==> config.mk <==
export PLATFORM = sky130hd
export DESIGN_NAME = chs_front_flat
export DESIGN_NICKNAME = d
export VERILOG_FILES = /design/src/design/chs_pkg.sv /design/src/design/chs_ifs.sv /design/src/design/chs_front.sv /design/src/flat_wrapper.sv
export SDC_FILE = /design/constraint.sdc
export NUM_CORES = 1
export LEC_CHECK = 0
export CORE_ASPECT_RATIO = 1.75
export CORE_MARGIN = 3
export CORE_UTILIZATION = 40
export CTS_BUF_LIST = sky130_fd_sc_hd__clkbuf_2
export DETAILED_ROUTE_END_ITERATION = 8
export DONT_BUFFER_PORTS = 1
export SYNTH_ARGS = -nofsm -noshare
export SYNTH_HDL_FRONTEND = slang
export SYNTH_SLANG_ARGS = --single-unit
==> constraint.sdc <==
create_clock -name clk -period 11.9 [get_ports clk]
set_clock_uncertainty 0.1 [all_clocks]
set_input_delay 2.38 -clock clk [delete_from_list [all_inputs] [get_ports clk]]
set_output_delay 2.38 -clock clk [all_outputs]
set_load 0.01 [all_outputs]
==> src/design/chs_pkg.sv <==
// ---------------------------------------------------------------------------
// Cuckoo hash table package
// Shared constants, request, configuration and bin types and the engine state encoding.
// ---------------------------------------------------------------------------
package chs_pkg;

    localparam int ITEMS      = 1024;
    localparam int MAX_HASHES = 4;
    localparam int HASH_W     = 64;
    localparam int IDX_W      = 10;
    localparam int HIDX_W     = 2;
    localparam int NH_W       = 3;
    localparam int NB_W       = 12;
    localparam int MT_W       = 8;
    localparam int CFG_IDX_W  = 2;
    localparam int CFG_DATA_W = 12;
    localparam int USED_W     = 4;
    localparam int REM_W      = 12;

    // configuration register indexes
    localparam logic [CFG_IDX_W-1:0] CFG_NUM_HASHES = 2'd0;
    localparam logic [CFG_IDX_W-1:0] CFG_BIN_COUNT  = 2'd1;
    localparam logic [CFG_IDX_W-1:0] CFG_MAX_TRIES  = 2'd2;

    // operation codes
    localparam logic OP_INSERT = 1'b0;
    localparam logic OP_FIND   = 1'b1;

    typedef struct packed {
        logic                                op;
        logic [IDX_W-1:0]                    item_index;
        logic [MAX_HASHES-1:0][HASH_W-1:0]   hash;
    } req_t;

    // effective configuration, hash count and bin count already saturated
    typedef struct packed {
        logic [NH_W-1:0] nh;
        logic [NB_W-1:0] nb;
        logic [MT_W-1:0] mt;
    } cfg_t;

    typedef struct packed {
        logic             valid;
        logic [IDX_W-1:0] item;
        logic [HIDX_W-1:0] hidx;
    } bin_t;

    typedef enum logic [3:0] {
        ST_CLEAR,
        ST_IDLE,
        ST_HWR,
        ST_TRY,
        ST_HWAIT,
        ST_AMOD,
        ST_BWAIT,
        ST_STASH,
        ST_FSEL,
        ST_FMOD,
        ST_FBIN,
        ST_SSEL,
        ST_CRD,
        ST_CCHK,
        ST_DONE
    } back_state_t;

endpackage

==> src/design/chs_ifs.sv <==
// ---------------------------------------------------------------------------
// Cuckoo hash table channel interfaces
// Request and result channels with valid/ready handshake.
// ---------------------------------------------------------------------------
interface chs_req_if;
    import chs_pkg::*;

    logic              valid;
    logic              ready;
    logic              op;
    logic [IDX_W-1:0]  item_index;
    logic [HASH_W-1:0] hash_0;
    logic [HASH_W-1:0] hash_1;
    logic [HASH_W-1:0] hash_2;
    logic [HASH_W-1:0] hash_3;

    modport source (output valid, op, item_index, hash_0, hash_1, hash_2, hash_3,
                    input ready);
    modport sink   (input valid, op, item_index, hash_0, hash_1, hash_2, hash_3,
                    output ready);
endinterface


==> src/design/chs_front.sv <==
// ---------------------------------------------------------------------------
// Cuckoo hash table front end
// Accepts requests, packs them and holds them in a two-entry queue.
// ---------------------------------------------------------------------------
module chs_front
(
    input  logic          clk,
    input  logic          rst_n,
    chs_req_if.sink       req,
    output chs_pkg::req_t q_data,
    output logic          q_valid,
    input  logic          q_ready
);
    import chs_pkg::*;

    req_t       fifo_reg [2];
    logic       wptr_reg, wptr_next;
    logic       rptr_reg, rptr_next;
    logic [1:0] cnt_reg, cnt_next;
    logic       push, pop;
    req_t       packed_req;

    // pack the request fields
    always_comb
    begin
        packed_req.op         = req.op;
        packed_req.item_index = req.item_index;
        packed_req.hash[0]    = req.hash_0;
        packed_req.hash[1]    = req.hash_1;
        packed_req.hash[2]    = req.hash_2;
        packed_req.hash[3]    = req.hash_3;
    end

    assign req.ready = (cnt_reg != 2'd2);
    assign q_valid   = (cnt_reg != 2'd0);
    assign q_data    = fifo_reg[rptr_reg];
    assign push      = req.valid && req.ready;
    assign pop       = q_valid && q_ready;

    // queue pointers
    always_comb
    begin
        wptr_next = push ? ~wptr_reg : wptr_reg;
        rptr_next = pop ? ~rptr_reg : rptr_reg;
        cnt_next  = cnt_reg;
        if (push && !pop)
            cnt_next = cnt_reg + 2'd1;
        else if (pop && !push)
            cnt_next = cnt_reg - 2'd1;
    end

    always_ff @(posedge clk or negedge rst_n)
    begin
        if (!rst_n)
        begin
            wptr_reg <= 1'b0;
            rptr_reg <= 1'b0;
            cnt_reg  <= 2'd0;
        end
        else
        begin
            wptr_reg <= wptr_next;
            rptr_reg <= rptr_next;
            cnt_reg  <= cnt_next;
        end
    end

    // queue storage
    always_ff @(posedge clk)
    begin
        if (push)
            fifo_reg[wptr_reg] <= packed_req;
    end

endmodule

==> src/flat_wrapper.sv <==
// flat-port wrapper written by rule: the top's interface ports become plain ports
module chs_front_flat import chs_pkg::*;
  (clk, rst_n, q_data, q_valid, q_ready, req_valid, req_op, req_item_index, req_hash_0, req_hash_1, req_hash_2, req_hash_3, req_ready);
  chs_req_if req_i ();
  input  logic clk;
  input  logic rst_n;
  output chs_pkg::req_t q_data;
  output logic q_valid;
  input  logic q_ready;
  input wire logic [$bits(req_i.valid)-1:0] req_valid;
  input wire logic [$bits(req_i.op)-1:0] req_op;
  input wire logic [$bits(req_i.item_index)-1:0] req_item_index;
  input wire logic [$bits(req_i.hash_0)-1:0] req_hash_0;
  input wire logic [$bits(req_i.hash_1)-1:0] req_hash_1;
  input wire logic [$bits(req_i.hash_2)-1:0] req_hash_2;
  input wire logic [$bits(req_i.hash_3)-1:0] req_hash_3;
  output wire logic [$bits(req_i.ready)-1:0] req_ready;
  assign req_i.valid = req_valid;
  assign req_i.op = req_op;
  assign req_i.item_index = req_item_index;
  assign req_i.hash_0 = req_hash_0;
  assign req_i.hash_1 = req_hash_1;
  assign req_i.hash_2 = req_hash_2;
  assign req_i.hash_3 = req_hash_3;
  assign req_ready = req_i.ready;
  chs_front u_core (.clk(clk), .rst_n(rst_n), .req(req_i), .q_data(q_data), .q_valid(q_valid), .q_ready(q_ready));
endmodule
# ---- After elaboration in Yosys (flattened, before gate mapping)
# Memory sizes are Yosys's and may differ from the RTL's.
# Cells that the tools add are included.
dict set report totals {
  memories 1
  out_inout_bits 269
  regBits 4
  elab_cells 21
  ramBits 534
}
dict set report op_classes {
  n_eq_ne 1
  bitwise 2
  add_sub_neg 2
  n_mux 4
  n_reduce_logical 8
}
# name words width rd rd_ports_with_merged_regs write_ports line_no
set mem_list {}
lappend mem_list {u_core.fifo_reg 2 267 1 0 1 chs_front.sv:16} ;# req_t fifo_reg [2];
# op n
set ops {}
lappend ops {{$logic_and 1x1->1} 4}
lappend ops {{$mux 2} 2}
lappend ops {{$reduce_bool 2->1} 2}
lappend ops {{$add 2x1->2 const B} 1}
lappend ops {{$logic_not 1->1} 2}
lappend ops {{$mux 1} 2}
lappend ops {{$ne 2x2->1 const B} 1}
lappend ops {{$not 1->1} 2}
lappend ops {{$sub 2x1->2 const B} 1}

# ---- Longest topological paths before layout
# Gate-level depths: netlist (run 1).
dict set report depth {
  word_depth 6
  depth_mapped 7
  depth_no_buf 7
}

# ---- Least setup slack after synthesis (run 1)
# No wires, ideal clock.
dict set report synth_path {
  path_kind {input-to-reg}
  start {in req_valid}
  end {mem u_core.fifo_reg[0][0] (netlist name) (enable)}
  slack_ns -2.629
  path_buffers 0
  required_time_ns 10.900
  arrival_ns 13.529
  cell_stages 2
  cell_sequence {nand2_1 -> nor2_1}
}
dict set report synth_between {
  elab_chain_len 3
}
# item line_no
set synth_rtl {}
lappend synth_rtl {{start: declaration} flat_wrapper.sv:10} ;# input wire logic [$bits(req_i.valid)-1:0] req_valid;
lappend synth_rtl {{$logic_and 1x1->1} chs_front.sv:37} ;# assign push = req.valid && req.ready;
lappend synth_rtl {{$mux 1} chs_front.sv:71} ;# if (push)
lappend synth_rtl {{$mux 1 (not written as such)} chs_front.sv:72} ;# fifo_reg[wptr_reg] <= packed_req;
lappend synth_rtl {{end: declaration} chs_front.sv:16}
# No other way between the ends.

==> flow_metrics.py, run 1 <==
metrics = {
    "status": {
        "status": "completed",
    },
    "sta": {
        "worst_pin_slew_ns": 1.159,
        "max_freq_mhz": 153.2,
        "setup_violations": 0,
        "slew_headroom_pct": 22.74,
        "rsz0062_at_grt": "false",
        "fin_crit_sh_pct": 54.85,
        "setup_tns_ns": 0,
        "drv_slew": 0,
        "period_needed_ns": 6.528,
        "hold_viol": 0,
        "whs_ns": 0.4227,
    },
    "critical_path": {
        "required_ns": 9.42,
        "crit_path_start": "u_core.rptr_reg",
        "path_depth": 3,
        "slowest_stage": "buf_4",
        "startpoint_type": "flop",
        "path_delay_family": "buffers and inverters",
        "path_buf_inv": 2,
        "cpMostUsedCell": "buf_4",
        "worstPathArrival_ns": 4.05,
        "r2r_cells": 4,
        "worstSetupEndpointType": "output pin",
        "path_class": "flop to output pin",
        "r2r_start": "u_core.cnt_reg[0]",
        "path_max_fanout": 72,
        "path_cells": "buf_4, buf_4, mux2_2",
        "slowest_delay_ns": 0.91,
    },
    "floorplanning": {
        "fp.dieW_um": 176.3,
        "core-area_sq_um": 49860,
        "pin_count": 540,
        "rows": 108,
        "die_y_um": 304.0,
        "initial_utilization_pct": 40.72,
        "die-area_sq_um": 53600,
    },
    "cts": {
        "clock-sinks": 538,
        "cts_resized": 0,
        "postCtsHoldBufs": 0,
        "cts_made_buffers": 111,
        "clk_latency_ns": 0.99,
        "cts_root_buf": "clkbuf_2",
        "postCtsSetupBuffers": 0,
        "clockBufferDepth": 3,
        "cts.htree.levels": 3,
        "cts_tree": "built",
        "clk_pin_slew_ns": 0.11,
    },
    "yosys": {
        "yosysTopAreaCell": "edfxtp_1",
        "syn_area_sq_um": 20300,
        "netlist_instances": 849,
        "yosysUniqueCellTypes": 15,
        "synth_area_leaders": "edfxtp_1 (79%), mux2_4 (15%), mux2_2 (3.7%)",
        "ys.flop_type": "edfxtp_1",
        "synth_area_per_cell_sq_um": 23.91,
        "synthTopCellsByCount": "edfxtp_1 (534), mux2_4 (201), mux2_2 (66)",
        "ys_async_sr_fraction_pct": 0.7435,
        "synth_edf_count": 534,
        "synth_top_area_share_pct": 78.98,
        "synth_most_common_cell": "edfxtp_1",
        "syn_nets": 1121,
        "synth-seq-cells": 538,
        "yosysSeqAreaShare_pct": 79.47,
        "yosysWarnings": 0,
    },
    "cells_and_area": {
        "syn_to_final_growth_pct": 8.245,
        "final_nets": 1213,
        "largest_reg_flops": 534,
        "fill_cells": 4268,
        "drive_gt1_share_pct": 43.43,
    },
    "placed_design": {
        "gp_congestion": 0.8272,
        "portBuffers": 0,
        "hpwl_mm": 30.54,
    },
    "route": {
        "remaining_drc_errors": 0,
        "antenna_left": 0,
        "totalWireLength_mm": 43.63,
        "route.vias.total": 8325,
        "wire_per_inst_um": 25.80,
        "vias_per_cell": 4.923,
        "drt_iter0_drc": 414,
        "drt-pass1-iter-count": 4,
    },
    "pwr": {
        "cellLeakagePower_nw": 7.766,
        "swShare_pct": 31.76,
        "p_clk_share_pct": 19.8,
        "seqPwrFrac_pct": 50.4,
        "power_density_nw_per_um2": 246.7,
        "switching_power_mw": 1.722,
        "pwr-share-comb_pct": 29.8,
        "ir_worst_vdd_mv": 0.1932,
        "internal-power_mw": 3.700,
    },
    "global_route": {
        "grt_max_degree": 138,
        "grt.overflow.total": 0,
        "grt_usage_pct": 15.90,
        "grt_pass1_wl_mm": 61.76,
        "antenna_found_initial": 2,
        "grt_pass1_vias": 9219,
    },
    "min_path": {
        "holdCritStartpoint": "u_core.cnt_reg[1]",
        "hold_path_depth": 1,
        "hp-class": "flop to flop",
    },
    "run": {
        "cap_violations": 0,
    },
}
## kinds of logic (layout without fill, tap and decap cells)
group / Yosys count / after routing / synth area share [%]
fa+ha+maj: 1 / 1 / 0.06162
other cells: 0 / 4 / 0
mux: 267 / 267 / 18.52
flops: 538 / 538 / 79.47
buf+inv: 31 / 209 / 1.559
xor+xnor: 5 / 5 / 0.2157
simple gates: 7 / 7 / 0.1665
## power by group through the flow
stage | logic, mW | registers [mW] | clock network [mW]
final | 1.62 | 2.73 | 1.07
after global routing | 1.72 | 2.77 | 1.21
after detailed placement | 1.67 | 2.78 | 0
after CTS | 1.67 | 2.74 | 1.13
after global placement | 1.65 | 2.77 | 0
after floorplan | 1.40 | 2.83 | 0
## area by class of cell
cell class	count	area, sq um	share of cell area [%]
clock buffers	152	760.7	3.461
well taps	660	825.8	3.757
diodes	4	10.01	0.04555
clock inverters	47	281.5	1.281
flip-flops and latches	538	16140	73.44
inverters	1	3.754	0.01708
multi-input cells	280	3864	17.58
repair buffers	9	92.59	0.4213
## final timing paths
path	to	slack (ns)
setup / recovery	q_data[245]	5.37
hold / removal	u_core.cnt_reg[1]	0.42
setup reg to reg	u_core.fifo_reg[1][37]	8.08
hold reg to reg	u_core.cnt_reg[1]	0.42
max in group asynchronous	u_core.rptr_reg	10.65
min in group asynchronous	u_core.cnt_reg[1]	0.96
## worst reg2reg max path: cells and delay by family (launching register included)
kind / cells / cell delay (ns)
buffers and inverters: 2 / 1.78
flip-flops: 1 / 0.42
AND/OR/NAND/NOR: 2 / 1.12
## metal layers
metal / global-route usage, % / up-vias / wire [um] / share of wire, %
li1: - / 3647 / - / -
met1: 13.36 / 4105 / 12300 / 28
met2: 29.16 / 478 / 23970 / 55
met3: 8.727 / 95 / 5574 / 13
met4: 8.018 / 0 / 1785 / 4.1
met5: 0 / - / 0 / 0
## stage by stage
step           total power [mW]  area, sq um  utilization [%]  cells  setup slack [ns]
2_1_floorplan             4.227        20310                -    849             1.898
3_3_place_gp              4.422        20930            41.97   1488             6.304
3_5_place_dp              4.446        20930            41.97   1488             6.273
4_1_cts                   5.533        21970            44.06   1687             5.129
5_1_grt                   5.708        21980            44.08   1691             4.994
6_report                  5.422        21980            44.08   1691             5.372
## placed cells by master, fill, tap and decap left out
cell type,Yosys,layout
ha_1,1,1
dfrtp_4,0,1
and3_4,0,1
xnor2_1,3,3
bufinv_16,0,3
diode_2,0,4
buf_12,0,2
edfxtp_1,534,534
clkinvlp_4,0,5
clkbuf_2,0,152
clkinv_2,0,6
mux2_2,66,66
nand2b_1,1,1
mux2_4,201,201
clkinv_1,0,33
or2_2,1,1
buf_4,0,7
nor2_4,0,1
nand2_1,2,2
xor2_1,2,2
inv_1,1,1
nor2_1,2,1
dfrtp_1,4,3
No activity file was read; power rests on OpenSTA's default activity.
==> run 2: changes to the inputs <==
- ABC_AREA: unset -> 1
- clock period: 11.9 -> 5.73 ns (I/O delays scaled with it)
==> run 2 against run 1 <==
Clock power up 120%. Synthesized area down 2.9%. Core utilization up 5.2 points. Register-to-register slack worse by 5.1 ns. Combinational power up 100%. Flip-flop and latch count unchanged.
==> flow_metrics.py, run 2 <==
metrics = {
    "sta": {
        "slew_headroom_pct": 24.97,
        "drv_slew": 0,
        "setup_violations": 0,
        "period_needed_ns": 4.764,
        "hold_viol": 0,
        "whs_ns": 0.2062,
        "setup_tns_ns": 0,
        "worst_pin_slew_ns": 1.125,
        "max_freq_mhz": 209.9,
        "fin_crit_sh_pct": 83.14,
        "rsz0062_at_grt": "false",
    },
    "critical_path": {
        "required_ns": 4.48,
        "worstSetupEndpointType": "output pin",
        "startpoint_type": "flop",
        "path_class": "flop to output pin",
        "slowest_stage": "dfrtp_4",
        "slowest_delay_ns": 0.83,
        "worstPathArrival_ns": 3.52,
        "path_max_fanout": 85,
        "path_cells": "buf_4, buf_4, nand2_1, nand2_1",
    },
    "placed_design": {
        "place_area_sq_um": 20260,
        "hpwl_mm": 30.29,
        "gp_congestion": 0.8336,
        "portBuffers": 0,
    },
    "route": {
        "totalWireLength_mm": 47.64,
        "antenna_left": 0,
        "drt_iter0_drc": 723,
        "drt-pass1-iter-count": 5,
        "route.vias.total": 11900,
        "vias_per_cell": 4.757,
        "wire_per_inst_um": 19.04,
        "remaining_drc_errors": 0,
    },
    "pwr": {
        "power_density_nw_per_um2": 467.5,
        "ir_worst_vdd_mv": 0.4168,
        "cellLeakagePower_nw": 9.437,
    },
    "cts": {
        "cts_made_buffers": 115,
        "clk_latency_ns": 1.03,
        "cts_root_buf": "clkbuf_2",
        "cts_resized": 0,
        "clockBufferDepth": 3,
        "clock-sinks": 538,
        "cts_tree": "built",
        "cts.htree.levels": 3,
        "clk_pin_slew_ns": 0.12,
    },
    "yosys": {
        "synth-seq-cells": 538,
        "synth_most_common_cell": "nand2_1",
        "yosysWarnings": 0,
        "syn_nets": 1695,
        "yosysUniqueCellTypes": 15,
        "yosysSeqAreaShare_pct": 81.85,
        "synth_area_per_cell_sq_um": 13.85,
        "synthTopCellsByCount": "nand2_1 (811), edfxtp_1 (534), buf_2 (27)",
        "netlist_instances": 1423,
        "ys.flop_type": "edfxtp_1",
        "syn_area_sq_um": 19710,
        "yosysTopAreaCell": "edfxtp_1",
        "synth_edf_count": 534,
        "ys_async_sr_fraction_pct": 0.7435,
        "synth_area_leaders": "edfxtp_1 (81%), nand2_1 (15%), buf_6 (1.3%)",
        "synth_top_area_share_pct": 81.35,
    },
    "global_route": {
        "grt_pass1_wl_mm": 70.94,
        "antenna_found_initial": 8,
        "grt.overflow.total": 0,
        "grt_max_degree": 159,
        "met2_usage_pct": 32.29,
        "top_usage_layer": "met2",
        "grt_pass1_vias": 12240,
        "grtUsageMet3_pct": 5.627,
        "grt_usage_pct": 17.70,
        "gr-usage-met1_pct": 18.18,
    },
    "floorplanning": {
        "fp.dieW_um": 173.8,
        "die_y_um": 299.7,
        "die-area_sq_um": 52090,
        "core-area_sq_um": 48730,
        "initial_utilization_pct": 40.45,
        "rows": 107,
        "pin_count": 540,
    },
    "run": {
        "cap_violations": 0,
    },
    "cells_and_area": {
        "largest_reg_flops": 534,
        "syn_to_final_growth_pct": 21.89,
        "drive_gt1_share_pct": 10.21,
        "final_common_cell": "nand2_1",
        "finalInstanceArea_sq_um": 24030,
        "layout_common_cells": "nand2_1 (810), edfxtp_1 (534), dlygate4sd3_1 (269)",
        "fill_cells": 4176,
        "final_nets": 2035,
    },
    "status": {
        "status": "completed",
    },
    "min_path": {
        "hp-class": "input port to flop",
    },
}
-- run 2: changes by cell type after synthesis, sizes merged, moves of 3 or more --
cell / before / now
nand2: 2 / 811
inv: 1 / 7
buf: 30 / 56
mux2: 267 / 0
clkbuf: 0 / 3
-- run 2: cell families after synthesis --
kind of cell  Yosys count  share of synthesized area, %
simple gates          816                         15.56
flops                 538                         81.85
fa+ha+maj               1                       0.06346
xor+xnor                2                       0.08888
buf+inv                66                         2.431
-- run 2: layout make-up --
class / instances / area, sq um / area share, %
multi-input cells: 819 / 3120 / 12.99
inverters: 7 / 33.78 / 0.1406
diodes: 6 / 15.01 / 0.06249
clock inverters: 41 / 285.3 / 1.187
flip-flops and latches: 538 / 16140 / 67.17
repair buffers: 282 / 2840 / 11.82
well taps: 654 / 818.3 / 3.406
clock buffers: 155 / 775.7 / 3.229
-- run 2: per-layer routing --
layer	wire (um)	vias to the layer above
met3	3551	110
li1	-	5571
met4	1668	4
met1	16670	5668
met2	25730	548
met5	21	-
-- run 2: critical path: cells and delay by family (launching register included) --
| kind | cells | cell delay [ns] |
|---|---|---|
| buf+inv | 2 | 1.24 |
| flops | 1 | 0.83 |
| simple gates | 2 | 0.33 |
-- run 2: path summary, 6_finish.rpt --
kind | end | cells past startpoint | slack [ns] | from
max | q_data[116] | 4 | 0.97 | u_core.rptr_reg
max in group asynchronous | u_core.rptr_reg | 1 | 5.00 | rst_n
max reg2reg | u_core.fifo_reg[1][49] | 5 | 3.00 | u_core.cnt_reg[0]
min | u_core.wptr_reg | 2 | 0.21 | req_valid
min reg2reg | u_core.cnt_reg[0] | 1 | 0.41 | u_core.cnt_reg[0]
min in group asynchronous | u_core.wptr_reg | 1 | 0.30 | rst_n
-- run 2: what timing repair did --
item | CTS | global route
endpoints found under the hold margin | 539 | 0
buffers inserted | 0 | 0
hold buffers | 269 | 0
setup endpoints to repair | 0 | 0
-- run 2: stage by stage --
step / utilization, % / setup slack (ns) / cells / power, mW
CTS: 49.28 / 0.6591 / 2496 / 11.40
detailed placement: 41.57 / 1.955 / 2031 / 8.900
finish: 49.31 / 0.9660 / 2502 / 11.23
floorplan: - / 0.02417 / 1423 / 8.192
global route: 49.31 / 0.5636 / 2502 / 11.93
global placement: 41.57 / 1.989 / 2031 / 8.843
-- run 2: power by group --
| group | leakage (nW) | switching [mW] | internal (mW) |
|---|---|---|---|
| Combinational | 3.64 | 2.64 | 0.672 |
| Sequential | 5.02 | 0.250 | 5.37 |
| Clock | 0.781 | 1.39 | 0.922 |
| Total | 9.44 | 4.27 | 6.96 |
==> run 3: changes to the inputs <==
- clock period: 5.73 -> 4.6 ns (I/O delays scaled with it)
==> run 3 against run 2 <==
Critical path depth unchanged. Register-to-register slack worse by 0.92 ns. Die area unchanged. Core utilization up 0.37 points. Sequential share of layout area down 0.51 points. Flip-flop and latch count unchanged. Combinational power up 25%. Non-clock buffer count up 5. First-iteration DRC count up 15%. Total power up 26%. Cell count up 0.92%. Critical path type unchanged. Largest cell class unchanged. Largest power group unchanged.
==> flow_metrics.py, run 3 (synthesis results as in run 2) <==
metrics = {
    "placed_design": {
        "hpwl_mm": 30.97,
        "place_inst": 2034,
        "portBuffers": 0,
        "gp_congestion": 0.8734,
    },
    "global_route": {
        "grt_max_degree": 162,
        "grt_usage_pct": 17.78,
        "grt.overflow.total": 0,
        "grt_pass1_vias": 12570,
        "grt_pass1_wl_mm": 71.28,
        "antenna_found_initial": 12,
    },
    "critical_path": {
        "worstSetupEndpointType": "output pin",
        "startpoint_type": "flop",
        "path_max_fanout": 107,
        "path_class": "flop to output pin",
        "worstPathArrival_ns": 2.97,
        "r2r_cells": 5,
        "required_ns": 3.58,
    },
    "floorplanning": {
        "die_y_um": 299.7,
        "fp.dieW_um": 173.8,
        "pin_count": 540,
        "initial_utilization_pct": 40.45,
        "rows": 107,
        "core-area_sq_um": 48730,
        "die-area_sq_um": 52090,
    },
    "cells_and_area": {
        "layout_common_cells": "nand2_1 (810), edfxtp_1 (534), dlygate4sd3_1 (271)",
        "largest_reg_flops": 534,
        "finalNonFillerCells": 2525,
        "final_common_cell": "nand2_1",
        "fill_cells": 4168,
        "final_nets": 2040,
        "drive_gt1_share_pct": 10.47,
        "final_core_util_pct": 49.68,
        "syn_to_final_growth_pct": 22.82,
    },
    "route": {
        "wire_per_inst_um": 19.08,
        "drt-pass1-iter-count": 9,
        "antenna_left": 0,
        "totalWireLength_mm": 48.19,
        "route.vias.total": 12090,
        "remaining_drc_errors": 0,
        "vias_per_cell": 4.786,
        "drt_iter0_drc": 833,
    },
    "pwr": {
        "power_density_nw_per_um2": 584.2,
        "ir_worst_vdd_mv": 0.5212,
        "power_mw": 14.14,
        "cellLeakagePower_nw": 9.515,
    },
    "sta": {
        "worst_pin_slew_ns": 1.103,
        "whs_ns": 0.4151,
        "setup_violations": 0,
        "fin_crit_sh_pct": 86.65,
        "slew_headroom_pct": 26.49,
        "rsz0062_at_grt": "false",
        "drv_slew": 0,
        "period_needed_ns": 3.986,
        "hold_viol": 0,
        "setup_tns_ns": 0,
        "max_freq_mhz": 250.9,
    },
    "run": {
        "cap_violations": 0,
    },
    "cts": {
        "clk_latency_ns": 0.97,
        "cts_root_buf": "clkbuf_2",
        "cts_made_buffers": 115,
        "postCtsHoldBufs": 271,
        "postCtsSetupBuffers": 0,
        "clock-sinks": 538,
        "clockBufferDepth": 3,
        "cts_tree": "built",
        "cts_resized": 0,
        "clk_pin_slew_ns": 0.12,
        "cts.htree.levels": 3,
    },
    "min_path": {
        "hold_path_depth": 1,
        "hp-class": "input port to flop",
    },
    "status": {
        "status": "completed",
    },
}
[run 3: cell count changes in the layout (fill, tap and decap cells not counted), sizes merged]
cell	change
diode	+2
inv	+1
buf	+3
clkbuf	-8
clkinvlp	+1
dlygate4sd3	+2
clkinv	+21
bufinv	+1
[run 3: worst max-delay path, cell delays in order (launching register included)]
cell     delay (ns)
dfrtp_4        0.69
inv_8          0.46
buf_12         0.41
nand2_1        0.13
nand2_1        0.16
[run 3: final cells by class]
type,count,area [sq um],area share [%]
inverter,7,33.78,0.1395
clock buffer,147,735.7,3.039
multi-input combinational,819,3129,12.93
antenna,8,20.02,0.08269
timing repair buffer,287,2920,12.06
clock inverter,65,414.1,1.711
sequential,538,16140,66.66
tap,654,818.3,3.380
[run 3: stage by stage]
step / area (sq um) / setup slack (ns)
2_1_floorplan: 19740 / -0.8713
3_3_place_gp: 20330 / 1.651
3_5_place_dp: 20330 / 1.589
4_1_cts: 24190 / 0.3381
5_1_grt: 24210 / 0.2793
6_report: 24210 / 0.6140
[run 3: power breakdown]
part,internal [mW],total (mW),switching (mW)
combinational,0.865,4.14,3.28
clock,1.20,2.99,1.80
sequential,6.69,7.01,0.320
[run 3: worst paths after layout]
check	to	slack [ns]	start
min in group asynchronous	u_core.rptr_reg	0.68	rst_n
worst max-delay path	q_data[117]	0.61	u_core.rptr_reg
worst min register to register	u_core.cnt_reg[0]	0.42	u_core.cnt_reg[0]
worst min-delay path	u_core.fifo_reg[1][237]	0.42	req_hash_3[45]
worst max register to register	u_core.fifo_reg[1][102]	2.08	u_core.cnt_reg[0]
max in group asynchronous	u_core.rptr_reg	3.51	rst_n
[run 3: layer usage]
metal	part of all wire [%]	GRT usage (%)	vias up
met4	4.4	9.854	8
met1	33	17.68	5699
met3	8.2	6.172	155
met5	0.11	0	-
met2	54	32.08	623
li1	-	-	5600
